`config.mk`:
```
export PLATFORM = sky130hd
export DESIGN_NAME = ip_wildcard_cidr_text_parser
export DESIGN_NICKNAME = d
export VERILOG_FILES = /design/src/sv/icp_pkg.sv /design/src/sv/icp_step.sv /design/src/sv/ip_wildcard_cidr_text_parser.sv
export SDC_FILE = /design/constraint.sdc
export NUM_CORES = 1
export LEC_CHECK = 0
export ABC_AREA = 1
export BUFFER_PORTS_ARGS = -buffer_cell sky130_fd_sc_hd__buf_2
export CAP_MARGIN = 5
export CORE_UTILIZATION = 45
export CTS_CLUSTER_DIAMETER = 150
export CTS_CLUSTER_SIZE = 16
export DETAILED_ROUTE_END_ITERATION = 7
export SLEW_MARGIN = 20
export SYNTH_ARGS = -nofsm -noshare
export SYNTH_HDL_FRONTEND = slang
export SYNTH_HIERARCHICAL = 1
export SYNTH_SLANG_ARGS = --single-unit
export TNS_END_PERCENT = 1
```
`constraint.sdc`:
```
create_clock -name i_clk -period 3.9 [get_ports i_clk]
set_clock_uncertainty 0.1 [all_clocks]
set_input_delay 0.195 -clock i_clk [delete_from_list [all_inputs] [get_ports i_clk]]
set_output_delay 0.195 -clock i_clk [all_outputs]
set_load 0.1 [all_outputs]
```
`src/sv/icp_pkg.sv`:
```
`timescale 1ns / 1ps
`default_nettype none

package icp_pkg;

    localparam int CHAR_W     = 8;
    localparam int ADDR_W     = 32;
    localparam int OCTET_W    = 8;
    localparam int FIELD_W    = 2;
    localparam int PREFIX_W   = 6;
    localparam int PREFIX_ACC_W = 9;

    localparam logic [CHAR_W-1:0] CHAR_END   = 8'h00;
    localparam logic [CHAR_W-1:0] CHAR_DOT   = 8'h2E;
    localparam logic [CHAR_W-1:0] CHAR_SLASH = 8'h2F;
    localparam logic [CHAR_W-1:0] CHAR_PLUS  = 8'h2B;
    localparam logic [CHAR_W-1:0] CHAR_MINUS = 8'h2D;
    localparam logic [CHAR_W-1:0] CHAR_SPACE = 8'h20;
    localparam logic [CHAR_W-1:0] CHAR_TAB   = 8'h09;
    localparam logic [CHAR_W-1:0] CHAR_CR    = 8'h0D;
    localparam logic [CHAR_W-1:0] CHAR_ZERO  = 8'h30;
    localparam logic [CHAR_W-1:0] CHAR_NINE  = 8'h39;

    localparam logic [FIELD_W-1:0]  LAST_FIELD = 2'd3;
    localparam logic [PREFIX_W-1:0] PREFIX_MAX = 6'd32;
    localparam logic [PREFIX_W-1:0] PREFIX_SAT = 6'd33;

    // parser phases, one-hot
    typedef enum logic [7:0] {
        PH_FWS   = 8'b0000_0001,
        PH_FSIGN = 8'b0000_0010,
        PH_FDIG  = 8'b0000_0100,
        PH_FSKIP = 8'b0000_1000,
        PH_PWS   = 8'b0001_0000,
        PH_PSIGN = 8'b0010_0000,
        PH_PDIG  = 8'b0100_0000,
        PH_DONE  = 8'b1000_0000
    } t_phase;

    typedef struct packed {
        t_phase                phase;
        logic [FIELD_W-1:0]    field_idx;
        logic [OCTET_W-1:0]    octet;
        logic                  neg;
        logic [ADDR_W-1:0]     addr;
        logic [ADDR_W-1:0]     mask;
        logic [PREFIX_W-1:0]   prefix;
    } t_parse_state;

    localparam t_parse_state PARSE_RESET = '{
        phase:     PH_FWS,
        field_idx: '0,
        octet:     '0,
        neg:       1'b0,
        addr:      '0,
        mask:      '0,
        prefix:    '0
    };

endpackage

`default_nettype wire

```
`src/sv/icp_step.sv`:
```
`timescale 1ns / 1ps
`default_nettype none

module icp_step (
    input  wire logic [icp_pkg::CHAR_W-1:0] i_char,
    input  wire icp_pkg::t_parse_state      i_state,
    output icp_pkg::t_parse_state           o_state,
    output logic [icp_pkg::ADDR_W-1:0]      o_addr,
    output logic [icp_pkg::ADDR_W-1:0]      o_mask
);
    import icp_pkg::*;

    logic                  w_ws;
    logic                  w_digit;
    logic                  w_sign;
    logic                  w_delim;
    logic [3:0]            w_d;
    logic [OCTET_W-1:0]    w_octet_acc;
    logic [PREFIX_ACC_W-1:0] w_prefix_acc;
    t_parse_state          w_commit;
    t_parse_state          w_fin;
    logic [PREFIX_W-1:0]   w_range;
    logic [OCTET_W-1:0]    w_val;

    // '.' or '/' at a field boundary
    function automatic t_parse_state f_delim(input t_parse_state s, input logic [CHAR_W-1:0] c);
        t_parse_state r;
        r = s;
        if (c == CHAR_DOT) begin
            if (s.field_idx == LAST_FIELD) begin
                r.phase = PH_DONE;
            end else begin
                r.field_idx = s.field_idx + 1'b1;
                r.octet     = '0;
                r.neg       = 1'b0;
                r.phase     = PH_FWS;
            end
        end else begin
            r.prefix = '0;
            r.neg    = 1'b0;
            r.phase  = PH_PWS;
        end
        return r;
    endfunction

    assign w_ws    = (i_char == CHAR_SPACE) || ((i_char >= CHAR_TAB) && (i_char <= CHAR_CR));
    assign w_digit = (i_char >= CHAR_ZERO) && (i_char <= CHAR_NINE);
    assign w_sign  = (i_char == CHAR_PLUS) || (i_char == CHAR_MINUS);
    assign w_delim = (i_char == CHAR_DOT) || (i_char == CHAR_SLASH);
    assign w_d     = i_char[3:0];

    // times ten plus digit, low byte only
    assign w_octet_acc = {i_state.octet[4:0], 3'b000} + {i_state.octet[6:0], 1'b0}
                       + {4'b0000, w_d};
    assign w_prefix_acc = {i_state.prefix, 3'b000}
                        + {2'b00, i_state.prefix, 1'b0}
                        + {5'b00000, w_d};

    // write the finished field into its byte lane
    always_comb begin
        w_commit = i_state;
        w_val    = i_state.neg ? (~i_state.octet + 1'b1) : i_state.octet;
        w_commit.addr[{~i_state.field_idx, 3'b000} +: OCTET_W] = w_val;
        w_commit.mask[{~i_state.field_idx, 3'b000} +: OCTET_W] = '1;
    end

    always_comb begin
        o_state = i_state;
        if (i_char == CHAR_END) begin
            o_state = PARSE_RESET;
        end else begin
            unique case (i_state.phase)
                PH_FWS, PH_FSIGN: begin
                    if ((i_state.phase == PH_FWS) && w_ws) begin
                        o_state = i_state;
                    end else if ((i_state.phase == PH_FWS) && w_sign) begin
                        o_state.neg   = (i_char == CHAR_MINUS);
                        o_state.phase = PH_FSIGN;
                    end else if (w_digit) begin
                        o_state.octet = {4'b0000, w_d};
                        o_state.phase = PH_FDIG;
                    end else if (w_delim) begin
                        o_state = f_delim(i_state, i_char);
                    end else begin
                        o_state.phase = PH_FSKIP;
                    end
                end
                PH_FDIG: begin
                    if (w_digit) begin
                        o_state.octet = w_octet_acc;
                    end else if (w_delim) begin
                        o_state = f_delim(w_commit, i_char);
                    end else begin
                        o_state       = w_commit;
                        o_state.phase = PH_FSKIP;
                    end
                end
                PH_FSKIP: begin
                    if (w_delim) begin
                        o_state = f_delim(i_state, i_char);
                    end
                end
                PH_PWS, PH_PSIGN: begin
                    if ((i_state.phase == PH_PWS) && w_ws) begin
                        o_state = i_state;
                    end else if ((i_state.phase == PH_PWS) && w_sign) begin
                        o_state.neg   = (i_char == CHAR_MINUS);
                        o_state.phase = PH_PSIGN;
                    end else if (w_digit) begin
                        o_state.prefix = {2'b00, w_d};
                        o_state.phase  = PH_PDIG;
                    end else begin
                        o_state.prefix = '0;
                        o_state.neg    = 1'b0;
                        o_state.phase  = PH_DONE;
                    end
                end
                PH_PDIG: begin
                    if (w_digit) begin
                        o_state.prefix = (w_prefix_acc > PREFIX_ACC_W'(PREFIX_SAT))
                                       ? PREFIX_SAT : w_prefix_acc[PREFIX_W-1:0];
                    end else begin
                        if (i_state.neg) begin
                            o_state.prefix = '0;
                        end
                        o_state.neg   = 1'b0;
                        o_state.phase = PH_DONE;
                    end
                end
                PH_DONE: begin
                    o_state = i_state;
                end
                default: begin
                    o_state = i_state;
                end
            endcase
        end
    end

    // result for the terminating character
    always_comb begin
        w_fin = (i_state.phase == PH_FDIG) ? w_commit : i_state;
        w_range = '0;
        if (((i_state.phase == PH_PDIG) || (i_state.phase == PH_DONE)) && !i_state.neg) begin
            w_range = (i_state.prefix > PREFIX_MAX) ? PREFIX_MAX : i_state.prefix;
        end
        if (w_range == '0) begin
            o_mask = w_fin.mask;
        end else begin
            o_mask = ~({ADDR_W{1'b1}} >> w_range);
        end
        o_addr = w_fin.addr & o_mask;
    end

endmodule

`default_nettype wire

```
`src/sv/ip_wildcard_cidr_text_parser.sv`:
```
// Streaming IPv4 text parser: one character per input beat, dotted fields with
// optional whitespace and sign, fields without digits left as wildcards, and an
// optional '/' prefix length clamped to 32. A zero character ends the string and
// produces one output beat carrying the address (low 32 bits, first field in
// bits 31:24, already masked) and the mask (high 32 bits); the parser then
// starts over. Throughput is one character per clock while the result register can
// take a zero character: a character is held in the input register, then a single
// pass of the phase logic updates the parse state, and for a zero character the
// result is written to the output register. Only a zero character that meets a
// full, stalled output register waits; ordinary characters keep flowing. Upstream
// ready depends combinationally on downstream ready.
`timescale 1ns / 1ps
`default_nettype none

module ip_wildcard_cidr_text_parser (
    input  wire logic                          i_clk,
    input  wire logic                          i_rst_n,
    // input stream
    input  wire logic                          i_s_axis_tvalid,
    output logic                               o_s_axis_tready,
    input  wire logic [icp_pkg::CHAR_W-1:0]    i_s_axis_tdata,  // [7:0] char_code
    // result stream
    output logic                               o_m_axis_tvalid,
    input  wire logic                          i_m_axis_tready,
    output logic [2*icp_pkg::ADDR_W-1:0]       o_m_axis_tdata   // [31:0] ip_address, [63:32] ip_mask
);
    import icp_pkg::*;

    // input register
    logic                 r_in_valid;
    logic [CHAR_W-1:0]    r_in_char;

    // parse state
    t_parse_state         r_state;
    t_parse_state         n_state;

    // result register
    logic                 r_out_valid;
    logic [ADDR_W-1:0]    r_out_addr;
    logic [ADDR_W-1:0]    r_out_mask;

    logic                 w_end;
    logic                 w_adv;
    logic [ADDR_W-1:0]    w_addr;
    logic [ADDR_W-1:0]    w_mask;

    // a terminating character needs room in the result register,
    // any other character always moves on
    assign w_end = (r_in_char == CHAR_END);
    assign w_adv = r_in_valid && (!w_end || !r_out_valid || i_m_axis_tready);

    assign o_s_axis_tready = !r_in_valid || w_adv;

    icp_step u_step (
        .i_char  (r_in_char),
        .i_state (r_state),
        .o_state (n_state),
        .o_addr  (w_addr),
        .o_mask  (w_mask)
    );

    always_ff @(posedge i_clk) begin
        if (!i_rst_n) begin
            r_in_valid <= 1'b0;
        end else if (o_s_axis_tready) begin
            r_in_valid <= i_s_axis_tvalid;
        end
    end

    always_ff @(posedge i_clk) begin
        if (o_s_axis_tready) begin
            r_in_char <= i_s_axis_tdata;
        end
    end

    always_ff @(posedge i_clk) begin
        if (!i_rst_n) begin
            r_state <= PARSE_RESET;
        end else if (w_adv) begin
            r_state <= n_state;
        end
    end

    // result beat held until taken
    always_ff @(posedge i_clk) begin
        if (!i_rst_n) begin
            r_out_valid <= 1'b0;
        end else if (w_adv && w_end) begin
            r_out_valid <= 1'b1;
        end else if (i_m_axis_tready) begin
            r_out_valid <= 1'b0;
        end
    end

    always_ff @(posedge i_clk) begin
        if (w_adv && w_end) begin
            r_out_addr <= w_addr;
            r_out_mask <= w_mask;
        end
    end

    assign o_m_axis_tvalid = r_out_valid;
    assign o_m_axis_tdata  = {r_out_mask, r_out_addr};

endmodule

`default_nettype wire

```
==> Word level (Yosys, flattened, before mapping) <==
Index checks and enable logic that the tools add are counted.
{ "totals": {"regBits": 163, "wordCells": 160, "input_bits": 12} }
{ "op_classes": {"shifts": 4, "eq_ne": 34, "muxes": 59, "n_lt_le_gt_ge": 6, "n_reduce_logical": 34, "n_bitwise": 4, "add_sub_neg": 7} }
{ "op_table": {"columns": ["op", "n"], "rows": [
  ["89-bit two-way mux", 4],
  ["64-bit one-hot mux with 3 select lines", 1],
  ["71-bit two-way mux", 2],
  ["70-bit two-way mux", 2],
  ["8-bit two-way mux", 12],
  ["11-bit two-way mux", 8],
  ["81-bit two-way mux", 1],
  ["32-bit bitwise mux", 2],
  ["8-bit by 6-bit == test with 1-bit output, second input constant", 6],
  ["6-bit two-way mux", 8],
  ["10-bit two-way mux", 4],
  ["8-bit one-hot mux with 5 select lines", 1],
  ["32-bit bitwise AND", 1],
  ["32-bit two-way mux", 1],
  ["32-bit inverter", 1],
  ["8-bit by 7-bit variable shift with 32-bit output, first input constant", 1],
  ["8-bit by 7-bit indexed part select with 32-bit output", 1],
  ["8-bit by 7-bit indexed part select with 32-bit output, first input constant", 1],
  ["32-bit by 6-bit >> shifter with 32-bit output, first input constant", 1],
  ["10-bit one-hot mux with 3 select lines", 1],
  ["6-bit one-hot mux with 5 select lines", 1],
  ["3-bit inequality test, second input constant", 7],
  ["4-bit by 2-bit inequality test with 1-bit output, second input constant", 4],
  ["3-bit by 2-bit inequality test with 1-bit output, second input constant", 4],
  ["45 further kinds", 73]
]} }

==> Longest topological paths before layout <==
{ "depth": {"ltp_word": 16, "depth_mapped": 20, "ltp_nobuf": 20} }

==> Cells and area by module <==
The synthesis kept the hierarchy.
{ "modules_own_cells": {"columns": ["module", "area_per_inst_um2", "cells_per_inst", "n_inst"], "rows": [
  ["ip_wildcard_cidr_text_parser", 6183.4, 674, 1],
  ["icp_step", 4604.4, 920, 1]
]} }

==> Least setup slack after synthesis <==
No wires, ideal clock.
{ "synth_timing": {"path_kind": "flip-flop to flip-flop", "startpoint": "register r_out_valid, in the netlist o_m_axis_tvalid", "endpoint": "register r_out_addr[0] (enable)", "t_arrival_ps": 2626, "setup_slack_ps": 756, "path_buffers": 2, "period_less_slack_ps": 3144, "setup_ps": 418, "stages_incl_launch_ff": 8, "cell_sequence": "dfxtp_1 -> inv_1 -> nor2_1 -> nand2_2 -> buf_2 -> buf_6 -> nand3_1 -> inv_1"} }
{ "synth_via": {"elab_chain_len": 5} }
{ "synth_lines": {"columns": ["element", "line_no", "source"], "rows": [
  ["start: declaration", "ip_wildcard_cidr_text_parser.sv:38", "logic r_out_valid;"],
  ["start signal: assignment", "ip_wildcard_cidr_text_parser.sv:87", "r_out_valid <= 1'b0;"],
  ["start signal: assignment", "ip_wildcard_cidr_text_parser.sv:89", "r_out_valid <= 1'b1;"],
  ["start signal: assignment", "ip_wildcard_cidr_text_parser.sv:91", "r_out_valid <= 1'b0;"],
  ["1-bit zero test", "ip_wildcard_cidr_text_parser.sv:50", "assign w_adv = r_in_valid && (!w_end || !r_out_valid || i_m_axis_tready);"],
  ["1-bit logical OR (2 in a row)", "ip_wildcard_cidr_text_parser.sv:50", null],
  ["1-bit logical AND", "ip_wildcard_cidr_text_parser.sv:50", null],
  ["1-bit logical AND", "ip_wildcard_cidr_text_parser.sv:96", "if (w_adv && w_end) begin"],
  ["end signal: assignment", "ip_wildcard_cidr_text_parser.sv:97", "r_out_addr <= w_addr;"],
  ["end: declaration", "ip_wildcard_cidr_text_parser.sv:39", "logic [ADDR_W-1:0] r_out_addr;"]
]} }
Every way passes these cells.
A chain may end at the register's enable or synchronous reset.

==> run metrics <==
status=completed; CTS tree=built; Remaining DRCs=0; reg2reg setup slack=0.65 ns; WHS=0.01160 ns; PortBufs=77; Worst Hold Class=in -> reg; # fillers=2385; max_cap viols=0; first-pass GRT wire length=51.45 mm; PnR worst setup slack=0.6470 ns; register area share after synthesis=36.93%; Final min period=3.253 ns; worst slew pin tran=1.024 ns; crit-path max cell delay=0.56 ns; #FFs+latches synth=163; hold path start=i_m_axis_tready; mux contribution to synthesized area=0%; vias in the first global route=9219; ANT nets after route=0; postcts setup bufs=0; mean area per synthesized cell=6.768 um^2; crit path launch type=register; kind of critical path=reg -> reg; total number of vias=10.77k; Worst IR Drop VDD=255.0 uV; unrepaired setup endpoints after global routing=false; die area=0.02460 mm^2; Critical Path Source=r_in_char[3]; CP cell instances=inv_1 > fa_1 > inv_1 > fa_1 > nand3_1 > nand3_1 > nand2_1 > nand2_1 > nor2_1 > nand3_1 > nand2_1 > nand2_1 > a21oi_1 > inv_1 > nand3_1 > nand2_1 > nor2_1; GR Util All Layers=27.16%; largest net degree at the start of global routing=174; Synth Cell Area=0.01079 mm^2; Num CTS Buffers=17; PwrDens=362.5 mW/mm^2; worst relative slew slack=31.73%; Finished Core Util=51.62%; CP Max Fanout=7; Reg2Reg Launch Point=r_in_char[3]; Worst-path clk slew=0.08 ns; Clock Tree Buf Depth=2; vias per cell=5.463; Worst Path Buf+Inv=3; htree depth=4; Yosys warning count=6; final net count=1682; simple-gate share of the synthesized area=31.91%; Detailed Place HPWL=22.09 mm; Crit path top cell by count=nand2_1; Post-synth top flop=dfxtp_1; final wirelength=32.79 mm; most frequent cells in the layout=349 x nand2_1, 209 x inv_1, 202 x nor2_1, 196 x a21oi_1, 163 x nand3_1; final hold viol count=0; GRT overflow=0; CP Data Required Time=4.17 ns; max frequency=307.4 MHz; Initial Utilization=45.96%; synth-to-layout area growth=12.32%; # setup viols final=0; Compound-Gate Fraction of Synth Area=15.41%; Distinct cells, synth=50; synthesized instance count=1594; max-slew violations=0; Root Buffer=clkbuf_16; Synth Area in XOR/XNOR=0.6495%; I/O pins=78; layout cell share with drive strength beyond 1=10.65%; Worst-Skew Late Latency=0.44 ns; setup TNS=0 ns; Worst EP arrival=3.53 ns; CTS Sinks=163; ys async rst share=0%; syn nets=1637; Final Cycle Share=83.41%; Crit path max-delay family=simple AND/OR/NAND/NOR gates; critical path's slowest cell=fa_1; Pleak=0.005264 uW; setup slack at placement=0.6977 ns; row count=56; Inserted Diodes=0; largest family of logic cells by synthesized area=simple AND/OR/NAND/NOR gates; Adder-Cell Fraction of Synth Area=3.874%; RePlAce Congestion=0.9159; initial antenna violation count=0; Post-synth EDFFs=72; most common cell after layout, fill and taps aside=nand2_1; iteration count of the initial detailed-routing pass=7; Die Width=156.8 um; Routed wire per std cell=16.64 um; crit end category=register; initial DRC count=896; Die Span Y=156.8 um; Core ar.=0.02347 mm^2
-- cell families after synthesis --
family | count (synthesis)
compound gates | 298
xor+xnor | 8
fa+ha+maj | 31
buf+inv | 304
flops | 163
simple gates | 790
-- synth_stat cells (12+ instances only) --
master / count / area [um^2]
o21ai_0: 27 / 135.1
nand4_1: 24 / 150.1
clkbuf_1: 42 / 157.7
nor2_1: 202 / 758.2
edfxtp_1: 72 / 2162
buf_2: 23 / 115.1
nor2_2: 12 / 75.07
ha_1: 27 / 337.8
a21oi_1: 196 / 980.9
dfxtp_1: 91 / 1822
nand3_1: 163 / 815.8
nand2_1: 349 / 1310
a22oi_1: 15 / 112.6
inv_1: 210 / 788.3
-- timing repair --
item	in CTS	in global routing
gates resized for setup	0	0
endpoints found under the setup margin	0	0
hold buffers	9	0
hold endpoints to repair	9	0
-- state kept, by name (all words and copies together), names as in the netlist --
name             count
r_state             89
o_m_axis_tvalid      1
r_in_valid           1
r_out_mask          32
r_in_char            8
r_out_addr          32
-- per-layer routing --
metal	wire (um)	global-route usage [%]
met1	14850	37.33
met2	14830	43.98
met3	2371	3.351
met4	737	8.870
met5	0	0
-- final cells by class --
cell class	count	area (um^2)	share of cell area, %
multi-input combinational	1127	5598	46.20
inverter	223	837.1	6.908
clock buffer	17	425.4	3.511
clock inverter	15	186.4	1.539
tap	319	399.1	3.294
sequential	163	3988	32.91
timing repair buffer	107	683.2	5.638
-- per-stage QoR --
stage,power (uW),std cells,instance area (um^2)
6_report,4393,1971,12120
4_1_cts,4401,1971,12120
5_1_grt,4572,1971,12120
3_3_place_gp,2617,1930,11410
3_5_place_dp,2624,1930,11410
2_1_floorplan,2449,1594,10790
-- report_power, final --
group	switching, uW	leakage (uW)	internal, uW
logic	442	0.00360	250
clock network	862	0.000296	926
registers	72.8	0.00137	1840
total	1380	0.00526	3020
-- tightest hold or removal path, stage by stage --
cell and delay, ns:
buf_2 0.07, nor2_1 0.07, a21oi_1 0.13, nor2_1 0.05
-- final timing paths --
check | end | cells past startpoint
max | r_state[4] | 17
max reg2reg | r_state[4] | 17
min reg2reg | r_state[23] | 2
min | o_m_axis_tvalid | 4
Note: power is estimated with default switching activity, not from simulation.
